===== src/design/rala_pkg.sv =====
// Package: payload types, carry types, status codes and states for the route/ARP lookup unit.
`timescale 1ns / 1ps
package rala_pkg;

  localparam int ROUTE_ENTRIES_DEF = 64;
  localparam int ARP_ENTRIES_DEF   = 64;

  localparam logic [1:0] KIND_LOAD   = 2'd0;
  localparam logic [1:0] KIND_LEARN  = 2'd1;
  localparam logic [1:0] KIND_LOOKUP = 2'd2;

  localparam logic [2:0] ST_FORWARD  = 3'd0;
  localparam logic [2:0] ST_AWAIT    = 3'd1;
  localparam logic [2:0] ST_NOROUTE  = 3'd2;
  localparam logic [2:0] ST_LEARNED  = 3'd3;
  localparam logic [2:0] ST_KNOWN    = 3'd4;
  localparam logic [2:0] ST_ARP_FULL = 3'd5;
  localparam logic [2:0] ST_LOADED   = 3'd6;

  localparam logic REG_ROUTE_COUNT = 1'b0;

  typedef struct packed {
    logic [1:0]  kind;
    logic [5:0]  slot;
    logic [31:0] addr;
    logic [31:0] mask;
    logic [31:0] gateway;
    logic [3:0]  port;
    logic [47:0] mac;
  } in_item_t;

  typedef struct packed {
    logic [2:0]  status;
    logic [31:0] next_hop_ip;
    logic [47:0] next_hop_mac;
    logic [3:0]  out_port;
  } out_item_t;

  typedef struct packed {
    logic        valid;
    logic        lookup;
    logic [31:0] addr;
    logic        found;
    logic [31:0] best;
    logic [31:0] gateway;
    logic [3:0]  port;
  } route_carry_t;

  typedef struct packed {
    logic        valid;
    logic        lookup;
    logic        route_found;
    logic [31:0] hop;
    logic [3:0]  port;
    logic        found;
    logic [47:0] mac;
  } arp_carry_t;

  typedef enum logic [1:0] {
    S_IDLE,
    S_BUSY,
    S_HOLD
  } state_t;

endpackage


===== src/design/rala_arp_cell.sv =====
// One ARP cache entry: holds IP/MAC and records the first hit along the chain.
`timescale 1ns / 1ps
module rala_arp_cell (
  input  logic                clk,
  input  logic                rst,
  input  logic                wr,
  input  logic [31:0]         wr_ip,
  input  logic [47:0]         wr_mac,
  input  logic                en,
  input  rala_pkg::arp_carry_t carry_in,
  output rala_pkg::arp_carry_t carry_out
);
  import rala_pkg::*;

  logic [31:0] ip;
  logic [47:0] mac;
  arp_carry_t  carry_next;

  always_ff @(posedge clk) begin
    if (wr) begin
      ip  <= wr_ip;
      mac <= wr_mac;
    end
  end

  always_comb begin
    carry_next = carry_in;
    if (en && !carry_in.found && carry_in.hop == ip) begin
      carry_next.found = 1'b1;
      carry_next.mac   = mac;
    end
  end

  always_ff @(posedge clk) begin
    if (rst) begin
      carry_out.valid <= 1'b0;
    end else begin
      carry_out.valid <= carry_next.valid;
    end
    carry_out.lookup      <= carry_next.lookup;
    carry_out.route_found <= carry_next.route_found;
    carry_out.hop         <= carry_next.hop;
    carry_out.port        <= carry_next.port;
    carry_out.found       <= carry_next.found;
    carry_out.mac         <= carry_next.mac;
  end
endmodule


===== config.mk =====
export PLATFORM = sky130hd
export DESIGN_NAME = rala_arp_cell
export DESIGN_NICKNAME = d
export VERILOG_FILES = /design/src/design/rala_pkg.sv /design/src/design/rala_arp_cell.sv
export SDC_FILE = /design/constraint.sdc
export NUM_CORES = 1
export LEC_CHECK = 0
export BUFFER_PORTS_ARGS = -buffer_cell sky130_fd_sc_hd__buf_2
export CAP_MARGIN = 15
export CORE_MARGIN = 5
export CORE_UTILIZATION = 25
export CTS_CLUSTER_DIAMETER = 100
export CTS_CLUSTER_SIZE = 12
export DETAILED_ROUTE_END_ITERATION = 6
export PLACE_DENSITY = 0.49
export SETUP_SLACK_MARGIN = 0.2
export SLEW_MARGIN = 15
export SYNTH_ARGS = -nofsm -noshare
export SYNTH_HDL_FRONTEND = slang
export SYNTH_SLANG_ARGS = --single-unit
export TNS_END_PERCENT = 10

===== constraint.sdc =====
create_clock -name clk -period 5 [get_ports clk]
set_input_delay 0.25 -clock clk [delete_from_list [all_inputs] [get_ports clk]]
set_output_delay 0.25 -clock clk [all_outputs]
set_load 0.05 [all_outputs]

# == After elaboration in Yosys (flattened, before gate mapping) ==
# Cells that the tools add are included.
# op_classes
add_sub_neg,0
multipliers,0
n_div,0
n_lt_le_gt_ge,0
eq_ne,1
shifts,0
mux,1
bitwise_logic,0
reduce_logical,3
# ops
cell,count
$mux 48,1
$eq 32x32->1,1
$logic_and 1x1->1,2
$logic_not 1->1,1
# totals
reg_bits,168
latch_bits,0
ramBits,0
mem_bits_ro,0
inputBits,172
output_inout_bits,88
elab_cells,14
n_memories,0

# == Logic depth before layout (Yosys ltp) ==
# depth
word_depth,4
ltp_mapped,7
ltp_nobuf,5

# == Least setup slack after synthesis ==
# Ideal clock, no wire load.
# synth_path
kind,register to register
start,register ip[6]
end,register carry_out[38] (netlist bit)
setup_time_ns,0.121
arrival_time_ns,1.630
required_ns,4.879
slack_ns,3.249
path_stages_with_launch,8
n_path_buf,2
synth_period_minus_slack_ns,1.751
cell_sequence,edfxtp_1 xnor2_1 nand4_1 nor4b_1 nand3_1 buf_6 buf_6 mux2_4
# synth_rtl
element,line,text
from (decl),rala_arp_cell.sv:15,logic [31:0] ip;
from (signal assigned),rala_arp_cell.sv:21,ip <= wr_ip;
to (decl),rala_arp_cell.sv:11,output rala_pkg::arp_carry_t carry_out

==> results by group <==
Status
  • Status: complete, no violations

Final layout
  • Register area: ~4200 µm²
  • Final net count: 826
  • Commonest non-fill, non-tap cell in the layout: buf_2
  • Area of the multi-input gates: about 950 µm²
  • Design area: 8480 µm²
  • Layout Area Growth over Synthesis: 64.8%
  • Layout fillers: 1,876
  • Most frequent cells in the layout: buf_2, dlygate4sd3_1, dfxtp_1, edfxtp_1, mux2_2
  • Ratio of cells with drive above 1 in the final layout: 0.507

STA
  • Final Cycle Share: 0.516
  • Final setup vio count: 0
  • Crit path time final: 2.58 ns
  • Clock skew: approximately 0.011 ns
  • Final hold viol count: 0
  • TNS Setup: 0 ns
  • Setup WS post-layout: 2.42 ns
  • RSZ-0062 raised after global routing: false
  • Slew Viols, Final: 0
  • Max_slew headroom: 0.270
  • Worst-margin pin slew: 1.10 ns
  • Fmax: 0.388 GHz

GRT
  • Vias in the first global route: 4,053
  • Met3 Resource Use GR: 0.0529
  • GRT busiest layer: met2
  • Grt ovf: 0
  • All-Layer GR Usage: 0.118
  • Global-route wire length before repair: 21,600 µm
  • Met2 Use GR: 0.196
  • Largest net degree at the start of global routing: between 80 and 90
  • GR Util met1: 0.131
  • Antenna violations before repair: 1

Pwr
  • Leakage: ~3.6 nW
  • PwrDens: 385 nW/µm²
  • Peak supply drop: between 0.2 and 0.25 mV
  • Pwr Total: 3.27 mW

Die
  • Starting Density: 0.254
  • Die W: 153 µm
  • # IOs: 260
  • Die area: 23,500 µm²
  • Die height: 153 µm
  • Core area: 20,200 µm²
  • Row count: 52

Yosys
  • Yosys synthesis warning count: 0
  • FF+latch count, synth: 168
  • Mapped Avg Cell Area: around 19 µm²
  • Mapped Area: 5140 µm²
  • Syn_nets: 439
  • Post-synthesis cell count: 267
  • Yosys cell types: 15
  • Sequential element share of the synthesized area: 0.810

Setup path
  • WS Path Type: in -> reg
  • Worst EP required: 5.30 ns
  • Kind of end point of the critical path: register
  • CP Launch Point: carry_in[76]
  • CP startpoint kind: input pin
  • Critical Path Fanout Max: 46
  • Reg2Reg Launch Point: ip[23]
  • R2r worst-path depth: 6
  • CP arrival: 2.87 ns

Worst hold path
  • Hold WC Path Type: in -> reg
  • Hold Startpoint: wr_mac[8]
  • Worst Hold Path Cells: 1

Run
  • Max Cap Violations: 0

Clock network
  • Quantity of hold-fixing buffers added after cts: 113
  • Clock insertion delay at the later pin of the skew report: 0.42 ns
  • H-tree levels: 4
  • Total CTS buffers: 17
  • Clock root buffer: clkbuf_16
  • CTS clk-pin slew, worst paths: 0.06 ns
  • Post-CTS sizing: 0
  • CTS sink count: 168
  • Clock Path Buffers: 2
  • CTS tree: built
  • Setup bufs post-CTS: 0

Drt
  • Drt initial violations: 68
  • Detail-routed via count per cell: 3.82
  • DRT Pass-1 Iters: 4
  • WL/cell: roughly 15 µm
  • Via Count: roughly 3.6k
  • Routed WL: 13,900 µm
  • ANT nets after route: 0
  • Drt drc: 0

Placement
  • # port buffers: 259
  • DP Area: between 6000 and 7000 µm²
  • Hpwl dp: about 9700 µm
  • GP Congestion: between 0.8 and 0.9
  • Post-place setup slack: approximately 2.3 ns
## area by class of cell
type | count | share of cell area
antenna | 1 | 0.000295
clock inverter | 12 | 0.0179
timing repair buffer | 373 | 0.288
tap | 270 | 0.0399
clock buffer | 20 | 0.0515
sequential | 168 | 0.491
multi-input combinational | 94 | 0.112
## cell families (layout without fill, tap and decap cells)
family	Yosys count	after routing	synth area share
xor+xnor	32	32	0.0545
buf+inv	5	405	0.00730
flops	168	168	0.810
mux	48	48	0.112
other cells	0	1	0
simple gates	14	14	0.0168
## power by group
part	internal [mW]	switching (mW)
combinational	0.168	0.218
clock	0.787	0.533
sequential	1.54	0.0250
total	2.49	0.775
## final timing paths
path	endpoint	slack [ns]
max reg2reg	carry_out[43]	2.48
min	mac[8]	0.03
min reg2reg	carry_out[31]	0.47
max	carry_out[43]	2.42
## registers in the layout, summed over array words and instances, names as in the netlist
register and cells:
carry_out 88, mac 48, ip 32
## through the flow
step / std cells / hold slack [ns] / util
after floorplan: 267 / 0.278 / -
after global placement: 792 / 0.354 / 0.334
after detailed placement: 792 / 0.354 / 0.334
after CTS: 937 / 0.00185 / 0.419
after global routing: 938 / 0.00144 / 0.419
final: 938 / 0.0270 / 0.419
## worst max-delay path: stages
cell           delay [ns]
dlygate4sd3_1        0.53
buf_2                0.15
xnor2_1              0.14
nand4_1              0.13
nor4b_1              0.63
nand3_2              0.23
buf_4                0.37
mux2_4               0.38
## synth_stat cells
cell,n,area [µm²]
nor4b_1,1,8.76
buf_2,3,15.0
xnor2_1,31,272
nor4_1,1,6.26
xor2_1,1,8.76
nand2b_1,1,6.26
edfxtp_1,80,2400
mux2_4,9,135
buf_6,2,22.5
nor3_1,1,5.00
dfxtp_1,88,1760
mux2_2,39,439
nor2b_1,1,6.26
nand3_1,2,10.0
nand4_1,7,43.8
## layer usage
| layer | share of wire | up-vias |
|---|---|---|
| li1 | - | 1737 |
| met1 | 0.39 | 1661 |
| met2 | 0.50 | 165 |
| met3 | 0.087 | 22 |
| met4 | 0.026 | 0 |
| met5 | 0 | - |
Power figures use the tool's default switching activity.
