$ cat config.mk
export PLATFORM = sky130hd
export DESIGN_NAME = rala_route_cell
export DESIGN_NICKNAME = d
export VERILOG_FILES = /design/src/design/rala_pkg.sv /design/src/design/rala_route_cell.sv
export SDC_FILE = /design/constraint.sdc
export NUM_CORES = 1
export LEC_CHECK = 0
export ABC_AREA = 1
export BUFFER_PORTS_ARGS = -buffer_cell sky130_fd_sc_hd__buf_2
export CORE_AREA = 2 2 140 142
export DETAILED_ROUTE_END_ITERATION = 8
export DIE_AREA = 0 0 142 144
export PLACE_DENSITY_LB_ADDON = 0.25
export SYNTH_ARGS = -nofsm -noshare
export SYNTH_HDL_FRONTEND = slang
export SYNTH_SLANG_ARGS = --single-unit
$ cat constraint.sdc
create_clock -name clk -period 2.5 [get_ports clk]
set_input_delay 0.5 -clock clk [delete_from_list [all_inputs] [get_ports clk]]
set_output_delay 0.5 -clock clk [all_outputs]
set_load 0.005 [all_outputs]
$ cat src/design/rala_pkg.sv
// Package: payload types, carry types, status codes and states for the route/ARP lookup unit.
`timescale 1ns / 1ps
package rala_pkg;

  localparam int ROUTE_ENTRIES_DEF = 64;
  localparam int ARP_ENTRIES_DEF   = 64;

  localparam logic [1:0] KIND_LOAD   = 2'd0;
  localparam logic [1:0] KIND_LEARN  = 2'd1;
  localparam logic [1:0] KIND_LOOKUP = 2'd2;

  localparam logic [2:0] ST_FORWARD  = 3'd0;
  localparam logic [2:0] ST_AWAIT    = 3'd1;
  localparam logic [2:0] ST_NOROUTE  = 3'd2;
  localparam logic [2:0] ST_LEARNED  = 3'd3;
  localparam logic [2:0] ST_KNOWN    = 3'd4;
  localparam logic [2:0] ST_ARP_FULL = 3'd5;
  localparam logic [2:0] ST_LOADED   = 3'd6;

  localparam logic REG_ROUTE_COUNT = 1'b0;

  typedef struct packed {
    logic [1:0]  kind;
    logic [5:0]  slot;
    logic [31:0] addr;
    logic [31:0] mask;
    logic [31:0] gateway;
    logic [3:0]  port;
    logic [47:0] mac;
  } in_item_t;

  typedef struct packed {
    logic [2:0]  status;
    logic [31:0] next_hop_ip;
    logic [47:0] next_hop_mac;
    logic [3:0]  out_port;
  } out_item_t;

  typedef struct packed {
    logic        valid;
    logic        lookup;
    logic [31:0] addr;
    logic        found;
    logic [31:0] best;
    logic [31:0] gateway;
    logic [3:0]  port;
  } route_carry_t;

  typedef struct packed {
    logic        valid;
    logic        lookup;
    logic        route_found;
    logic [31:0] hop;
    logic [3:0]  port;
    logic        found;
    logic [47:0] mac;
  } arp_carry_t;

  typedef enum logic [1:0] {
    S_IDLE,
    S_BUSY,
    S_HOLD
  } state_t;

endpackage

$ cat src/design/rala_route_cell.sv
// One route table entry: holds prefix/mask/gateway/port and folds its match into the carry.
`timescale 1ns / 1ps
module rala_route_cell (
  input  logic                  clk,
  input  logic                  rst,
  input  logic                  wr,
  input  rala_pkg::in_item_t    wr_data,
  input  logic                  en,
  input  rala_pkg::route_carry_t carry_in,
  output rala_pkg::route_carry_t carry_out
);
  import rala_pkg::*;

  logic [31:0] prefix;
  logic [31:0] mask;
  logic [31:0] gateway;
  logic [3:0]  port;
  logic [31:0] sub;
  logic        take;
  route_carry_t carry_next;

  always_ff @(posedge clk) begin
    if (wr) begin
      prefix  <= wr_data.addr;
      mask    <= wr_data.mask;
      gateway <= wr_data.gateway;
      port    <= wr_data.port;
    end
  end

  always_comb begin
    sub  = carry_in.addr & mask;
    take = en && carry_in.lookup && (sub == prefix) &&
           (!carry_in.found || sub >= carry_in.best);
    carry_next = carry_in;
    if (take) begin
      carry_next.found   = 1'b1;
      carry_next.best    = sub;
      carry_next.gateway = gateway;
      carry_next.port    = port;
    end
  end

  always_ff @(posedge clk) begin
    if (rst) begin
      carry_out.valid <= 1'b0;
    end else begin
      carry_out.valid <= carry_next.valid;
    end
    carry_out.lookup  <= carry_next.lookup;
    carry_out.addr    <= carry_next.addr;
    carry_out.found   <= carry_next.found;
    carry_out.best    <= carry_next.best;
    carry_out.gateway <= carry_next.gateway;
    carry_out.port    <= carry_next.port;
  end
endmodule

# Word-level counts from Yosys, hierarchy flattened
# Cells that the tools add are included.
dict set report totals {
  regBits 203
  in_bits 263
  output_inout_bits 103
  elab_cells 20
}
dict set report classes {
  order_cmp 1
  eq_ne 1
  n_mux 1
  bitwise_logic 1
  reduce_logical 5
}
# op n
set op_table {}
lappend op_table {{two-way mux 68 bit} 1}
lappend op_table {{bitwise AND 32 bit} 1}
lappend op_table {{== test 32 bit} 1}
lappend op_table {{>= comparator 32 bit} 1}
lappend op_table {{logical AND 1 bit} 3}
lappend op_table {{zero test 1 bit} 1}
lappend op_table {{logical OR 1 bit} 1}

# Logic depth before layout (Yosys ltp)
# Gate-level depths: netlist of the first run.
dict set report logic_depth {
  ltp_word 5
  ltp_mapped 18
  depth_no_buf 16
}

# Worst setup path after synthesis of the first run
# Ideal clock, no wire load.
dict set report synth_path {
  path_type {input port to flip-flop}
  start {input port carry_in[76] (netlist name)}
  end {register carry_out[47] (netlist name)}
  setup_time_ns 0.113
  arrival_time_ns 1.919
  required_time_ns 2.387
  path_slack_ns 0.469
  stages 18
  path_buffers 2
  path_cell_list {nand2_1 > inv_1 > ha_1 > nand2_1 > inv_2 > nand2_1 > nor2_1 > nor2_1 > nand2_1 > nand2_1 > nand2_1 > nand2_1 > nand2_2 > nand2_2 > buf_2 > buf_6 > nand2_1 > nand2_1}
}
# item line
set synth_rtl {}
lappend synth_rtl {{start, declared} rala_route_cell.sv:9} ;# input rala_pkg::route_carry_t carry_in,
lappend synth_rtl {{end, declared} rala_route_cell.sv:10} ;# output rala_pkg::route_carry_t carry_out

==> results by group, run 1 <==
Setup path
  • Arrival time at the worst endpoint: 2.51 ns
  • Crit end category: register
  • Worst-path maximum fanout: 28
  • R2r worst-path depth: 17
  • Critical path data required time: 2.89 ns
  • R2R Path Start: mask[7]
  • Worst Setup Start Kind: register
  • CP Class: reg -> reg
  • FF-to-FF End: carry_out[0]
  • Worst R2R Setup Slack: 0.38 ns

Worst hold path
  • Hold Path Cell Cnt: 1
  • Worst Hold Class: in -> reg
  • Hold Path Origin: carry_in[84]
  • Hold EP: carry_out[84]

Global routing
  • Vias in the first global route: 5519
  • Routing usage on met1: 21.42%
  • Grt total ovfl: 0
  • Global routing's busiest layer: met2
  • Met2 Usage GRT: 31.25%
  • First-pass GRT wire length: 28150 µm
  • Initial antenna violation count: 1
  • GR met3 Demand/Resource: 4.603%
  • GRT Total Usage: 17.75%
  • Largest net degree at the start of global routing: 101

Timing
  • RSZ-0062 raised after global routing: no
  • Fin crit share: 84.93%
  • Period minus WS final: 2.123 ns
  • Slew @ Worst Pin: 0.6322 ns
  • Final Max Tran Viols: 0
  • Max_slew headroom: 57.85%
  • Final TNS setup: 0 ns
  • WHS: 0.1170 ns
  • Fmax: 471.0 MHz
  • Clk_skew: 0.008879 ns
  • Endpoints failing hold: 0
  • Setup violators final: 0

Synthesis
  • Ys async rst share: 0%
  • #FFs+latches synth: 203
  • Synth warn: 0
  • Mapped Cells: 751
  • Post-synthesis sequential area ratio: 66.13%
  • Post-Synth Simple-Gate Area: 19.92%
  • Syn avg cell area: 10.20 µm²
  • Synth area leader: edfxtp_1
  • Mapped Area: 0.007659 mm²
  • Post-synth EDFFs: 100
  • Main combinational cell family by area after synthesis: simple AND/OR/NAND/NOR gates
  • Syn Nets: 1046
  • Compound-gate portion of the synthesized area: 1.764%
  • Most common cell in the synthesized netlist: nand2_1
  • Top cell type's share of synthesized area: 39.21%
  • Synth Flop Type: dfxtp_1
  • Synth area leaders: edfxtp_1 (39%), dfxtp_1 (27%), nand2_1 (12%), nand3_1 (5.3%), ha_1 (5.2%)
  • Post-synthesis mux area share: 0%
  • Post-Synth XOR/XNOR Area: 1.144%
  • Distinct cells, synth: 27
  • Adder-Cell Fraction of Synth Area: 5.228%
  • Most frequent cells after synthesis: nand2_1 (252), dfxtp_1 (103), edfxtp_1 (100)

Run status
  • Status: completed

Final layout
  • Finished layout cell area: 0.01019 mm²
  • Share of layout cells above drive strength 1: 32.75%
  • Synth-to-layout area growth: 33.07%
  • Nets: 1370
  • Final core occ: 53.41%

Routing
  • DRC: 0
  • Post-DRT Antenna Nets: 0
  • Routed WL per cell: 14.38 µm
  • Vias per cell: 4.440
  • Vias: 5901
  • Routed wire length: 19110 µm
  • TritonRoute pass-1 iters: 4
  • Iter 0 DRT Violations: 225

Clock tree
  • Hold-fix buffers, CTS: 0
  • CTS Buf Count: 23
  • CTS root buf: clkbuf_16
  • Clk pin slew, worst setup/hold paths: 0.05 ns
  • CTS sink cnt: 203
  • Later-pin clock latency in the skew report: 0.50 ns
  • Longest Clk Path Bufs: 3
  • H-tree depth: 1
  • Post-CTS sizing: 0
  • Postcts setup bufs: 0
  • CTS tree: built

Placed design
  • PortBufs: 309
  • Area of placed instances: 0.009527 mm²
  • GP Congestion: 0.8050
  • DP Wirelength: 14450 µm

Floorplan
  • Full die area: 0.02045 mm²
  • Core Rows: 51
  • Initial core utilization: 40.14%
  • Width of the die: 142 µm
  • I/O pin total: 366
  • Core area: 0.01908 mm²
  • Die Y: 144 µm

Pwr
  • Pwr Total: 7454 µW
  • P_leak: 0.005280 µW
  • Worst vdd ir: 0.0005858 V
  • Pwr per Cell Area: 731.5 mW/mm²

Job
  • Max-cap violations: 0
[registers in the layout (all words and copies together), names as in the netlist]
register / count
carry_out: 103
gateway: 32
mask: 32
prefix: 32
port: 4
[critical path, stage by stage (launching register included)]
cell      delay [ns]
edfxtp_1        0.36
nand2_1         0.12
inv_1           0.07
ha_1            0.29
nand2_1         0.07
inv_2           0.05
nand2_1         0.05
nor2_1          0.10
nor2_1          0.05
nand2_1         0.08
nand2_1         0.05
nand2_1         0.09
nand2_1         0.07
nand2_2         0.10
nand2_2         0.13
buf_12          0.19
nand2_1         0.09
nand2_1         0.05
[placed cells by master (no fill, tap or decap), types with 2 or more instances in the layout]
| cell | n |
|---|---|
| a21oi_1 | 16 |
| buf_12 | 4 |
| buf_2 | 308 |
| buf_4 | 8 |
| clkbuf_1 | 8 |
| clkbuf_16 | 23 |
| clkinv_1 | 5 |
| dfxtp_1 | 103 |
| edfxtp_1 | 100 |
| ha_1 | 32 |
| inv_1 | 83 |
| inv_2 | 6 |
| nand2_1 | 252 |
| nand2_2 | 2 |
| nand3_1 | 81 |
| nand3b_1 | 2 |
| nand4_1 | 3 |
| nor2_1 | 25 |
| nor3_1 | 2 |
| o21ai_0 | 5 |
| o21ai_1 | 3 |
| xnor2_1 | 3 |
| xor2_1 | 7 |
[metrics by stage]
step | instances | setup slack [ns]
floorplan | 751 | 0.4687
detailed placement | 1288 | 0.03515
finish | 1329 | 0.3767
CTS | 1328 | 0.2703
global placement | 1288 | 0.01295
global route | 1328 | 0.03204
[report_power, final]
part	internal, µW	leakage, µW	switching (µW)
clock	1720	0.000318	1260
sequential	3730	0.00185	61.8
combinational	308	0.00311	376
total	5760	0.00528	1700
[metal layers]
layer  part of all wire [%]  up-vias  wire (µm)
met5                      0        -          0
met4                    2.5        0        479
met3                    6.9       35       1310
met2                     50      188       9461
met1                     41     2600       7860
li1                       -     3078          -
[worst max path at each step]
stage	start	endpoint	slack, ns	depth (start not counted)
5_1_grt	mask[7]	carry_out[13]	0.03	16
2_1_floorplan	carry_in[76]	carry_out[47]	0.47	18
4_1_cts	mask[3]	carry_out[0]	0.27	17
6_report	mask[7]	carry_out[0]	0.38	17
3_5_place_dp	carry_in[72]	carry_out[0]	0.04	18
3_3_place_gp	carry_in[72]	carry_out[0]	0.01	18
[cells by family after synthesis]
kind of cell | after synthesis
simple gates | 370
compound gates | 26
xor+xnor | 10
fa+ha+maj | 32
buf+inv | 110
flops | 203
[layout make-up]
class	instances	area, µm²
Fill cell	1745	8889
Sequential cell	203	5065
Multi-Input combinational cell	438	2148
Timing Repair Buffer	320	1682
Clock buffer	32	619.3
Inverter	89	334.1
Tap cell	238	297.8
Clock inverter	8	42.54
Antenna cell	1	2.502
Power figures use the tool's default switching activity.
==> inputs of run 2 (changes only) <==
Clock period 2.5 ns to 2.2 ns, I/O delays scaled along.
==> run 2 against run 1 <==
Sequential power grew 14%. Design area grew 6.8%. Die area is the same. Maximum frequency grew 1.8%. Register-to-register slack lost 0.26 ns. Sequential share of layout area shrank 3.2 points. Largest power group unchanged.
==> results by group, run 2 (synthesis gave the netlist of run 1 again) <==
Clock tree
  • CTS Buf Count: 22
  • H-tree depth: 1
  • CTS root buf: clkbuf_16
  • Clk pin slew, worst setup/hold paths: 0.06 ns
  • CTS tree: built
  • Hold-fix buffers, CTS: 0
  • CTS sink cnt: 203
  • Longest Clk Path Bufs: 3
  • Later-pin clock latency in the skew report: 0.50 ns

Floorplan
  • Initial core utilization: 40.14%
  • Core Rows: 51
  • I/O pin total: 366
  • Width of the die: 142 µm
  • Die Y: 144 µm
  • Core area: 0.01908 mm²
  • Full die area: 0.02045 mm²

Placed design
  • PortBufs: 309
  • DP Wirelength: 14530 µm
  • GP Congestion: 0.7693

Timing
  • Endpoints failing hold: 0
  • Period minus WS final: 2.085 ns
  • WHS: 0.05610 ns
  • Setup violators final: 0
  • Fin crit share: 94.77%
  • Final Max Tran Viols: 0
  • Final TNS setup: 0 ns
  • Clk_skew: 0.009367 ns
  • Max_slew headroom: 77.31%
  • RSZ-0062 raised after global routing: yes
  • Fmax: 479.6 MHz
  • Slew @ Worst Pin: 0.3403 ns

Setup path
  • Arrival time at the worst endpoint: 2.53 ns
  • Crit end category: register
  • Worst-path maximum fanout: 8
  • Critical path data required time: 2.65 ns
  • CP Class: reg -> reg
  • Worst Setup Start Kind: register

Job
  • Max-cap violations: 0

Routing
  • Post-DRT Antenna Nets: 0
  • Routed WL per cell: 15.11 µm
  • Vias: 6151
  • Vias per cell: 4.516
  • DRC: 0
  • Iter 0 DRT Violations: 188
  • TritonRoute pass-1 iters: 4
  • Routed wire length: 20580 µm

Global routing
  • First-pass GRT wire length: 28570 µm
  • GRT Total Usage: 17.86%
  • Grt total ovfl: 0
  • Initial antenna violation count: 2
  • Largest net degree at the start of global routing: 58
  • Vias in the first global route: 5686

Final layout
  • Synth-to-layout area growth: 42.08%
  • Nets: 1402
  • Most frequent cells in the layout: buf_2 (308), nand2_1 (228), dfxtp_1 (103), edfxtp_1 (100), nand3_1 (81)
  • Share of layout cells above drive strength 1: 39.00%
  • Max reg flops: 103
  • Reg area: 0.005065 mm²
  • Fillcell total: 1689
  • Commonest non-fill, non-tap cell in the layout: buf_2
  • Biggest register: carry_out
  • Area of the multi-input gates: 0.002416 mm²

Pwr
  • Pwr per Cell Area: 803.6 mW/mm²
  • Worst vdd ir: 0.0005837 V
  • P_leak: 0.005546 µW

Worst hold path
  • Worst Hold Class: in -> reg

Run status
  • Status: completed
==> run 2: cell count changes in the layout (fill, tap and decap cells not counted), moves of 4 or more <==
cell,previous run,this run
clkbuf_16,23,29
buf_6,0,6
buf_4,8,26
inv_1,83,78
nand2_2,2,18
nand2_4,0,7
inv_2,6,10
ha_4,0,9
ha_1,32,23
nand2_1,252,228
==> run 2: through the flow <==
stage | total power (µW) | setup slack [ns] | util, % | area (µm²) | cells
2_1_floorplan | 4716 | 0.2287 | - | 7659 | 751
3_3_place_gp | 5185 | -0.1567 | 50.67 | 9667 | 1305
3_5_place_dp | 5203 | -0.1594 | 50.67 | 9667 | 1305
4_1_cts | 8759 | 0.01165 | 54.33 | 10370 | 1345
5_1_grt | 9106 | -0.04890 | 57.03 | 10880 | 1362
6_report | 8744 | 0.1150 | 57.03 | 10880 | 1362
==> run 2: worst paths after layout <==
path	from	to	slack (ns)	cells past startpoint
worst max-delay path	mask[9]	carry_out[13]	0.11	13
worst max register to register	mask[9]	carry_out[13]	0.11	13
worst min-delay path	carry_in[97]	carry_out[97]	0.06	1
worst min register to register	gateway[28]	carry_out[32]	0.47	2
==> run 2: worst max-delay path, cell delays in order (launching register included) <==
cell and delay, ns:
edfxtp_1 0.41, nand2_2 0.10, inv_1 0.06, ha_1 0.30
a21oi_2 0.12, o21ai_0 0.08, a21oi_1 0.20, nand2_2 0.11
nand2_4 0.11, nand2_8 0.09, nand2_8 0.15, clkbuf_16 0.21
nand2_2 0.06, nand2_1 0.05
==> run 2: report_power, final <==
| group | total, µW | leakage [µW] | switching (µW) | internal, µW |
|---|---|---|---|---|
| logic | 883 | 0.00335 | 468 | 415 |
| clock network | 3560 | 0.000346 | 1450 | 2110 |
| registers | 4310 | 0.00185 | 73.0 | 4230 |
==> run 2: layout make-up <==
cell class	instances	area share [%]
Antenna cell	1	0.02300
Multi-Input combinational cell	439	22.20
Sequential cell	203	46.54
Clock buffer	30	5.726
Tap cell	238	2.737
Timing Repair Buffer	352	18.97
Inverter	89	3.093
Clock inverter	10	0.7014
==> run 2: repair_timing <==
item                                    4_1_cts  5_1_grt
endpoints found under the setup margin        0       68
setup buffers                                 0        6
resized for setup                             0       61
==> run 2: per-layer routing <==
layer,wire (µm),up-vias,GRT usage (%)
met4,504,0,5.684
met1,8288,2742,22.45
met2,10340,228,30.56
li1,-,3144,-
met3,1445,37,4.238
met5,0,-,0
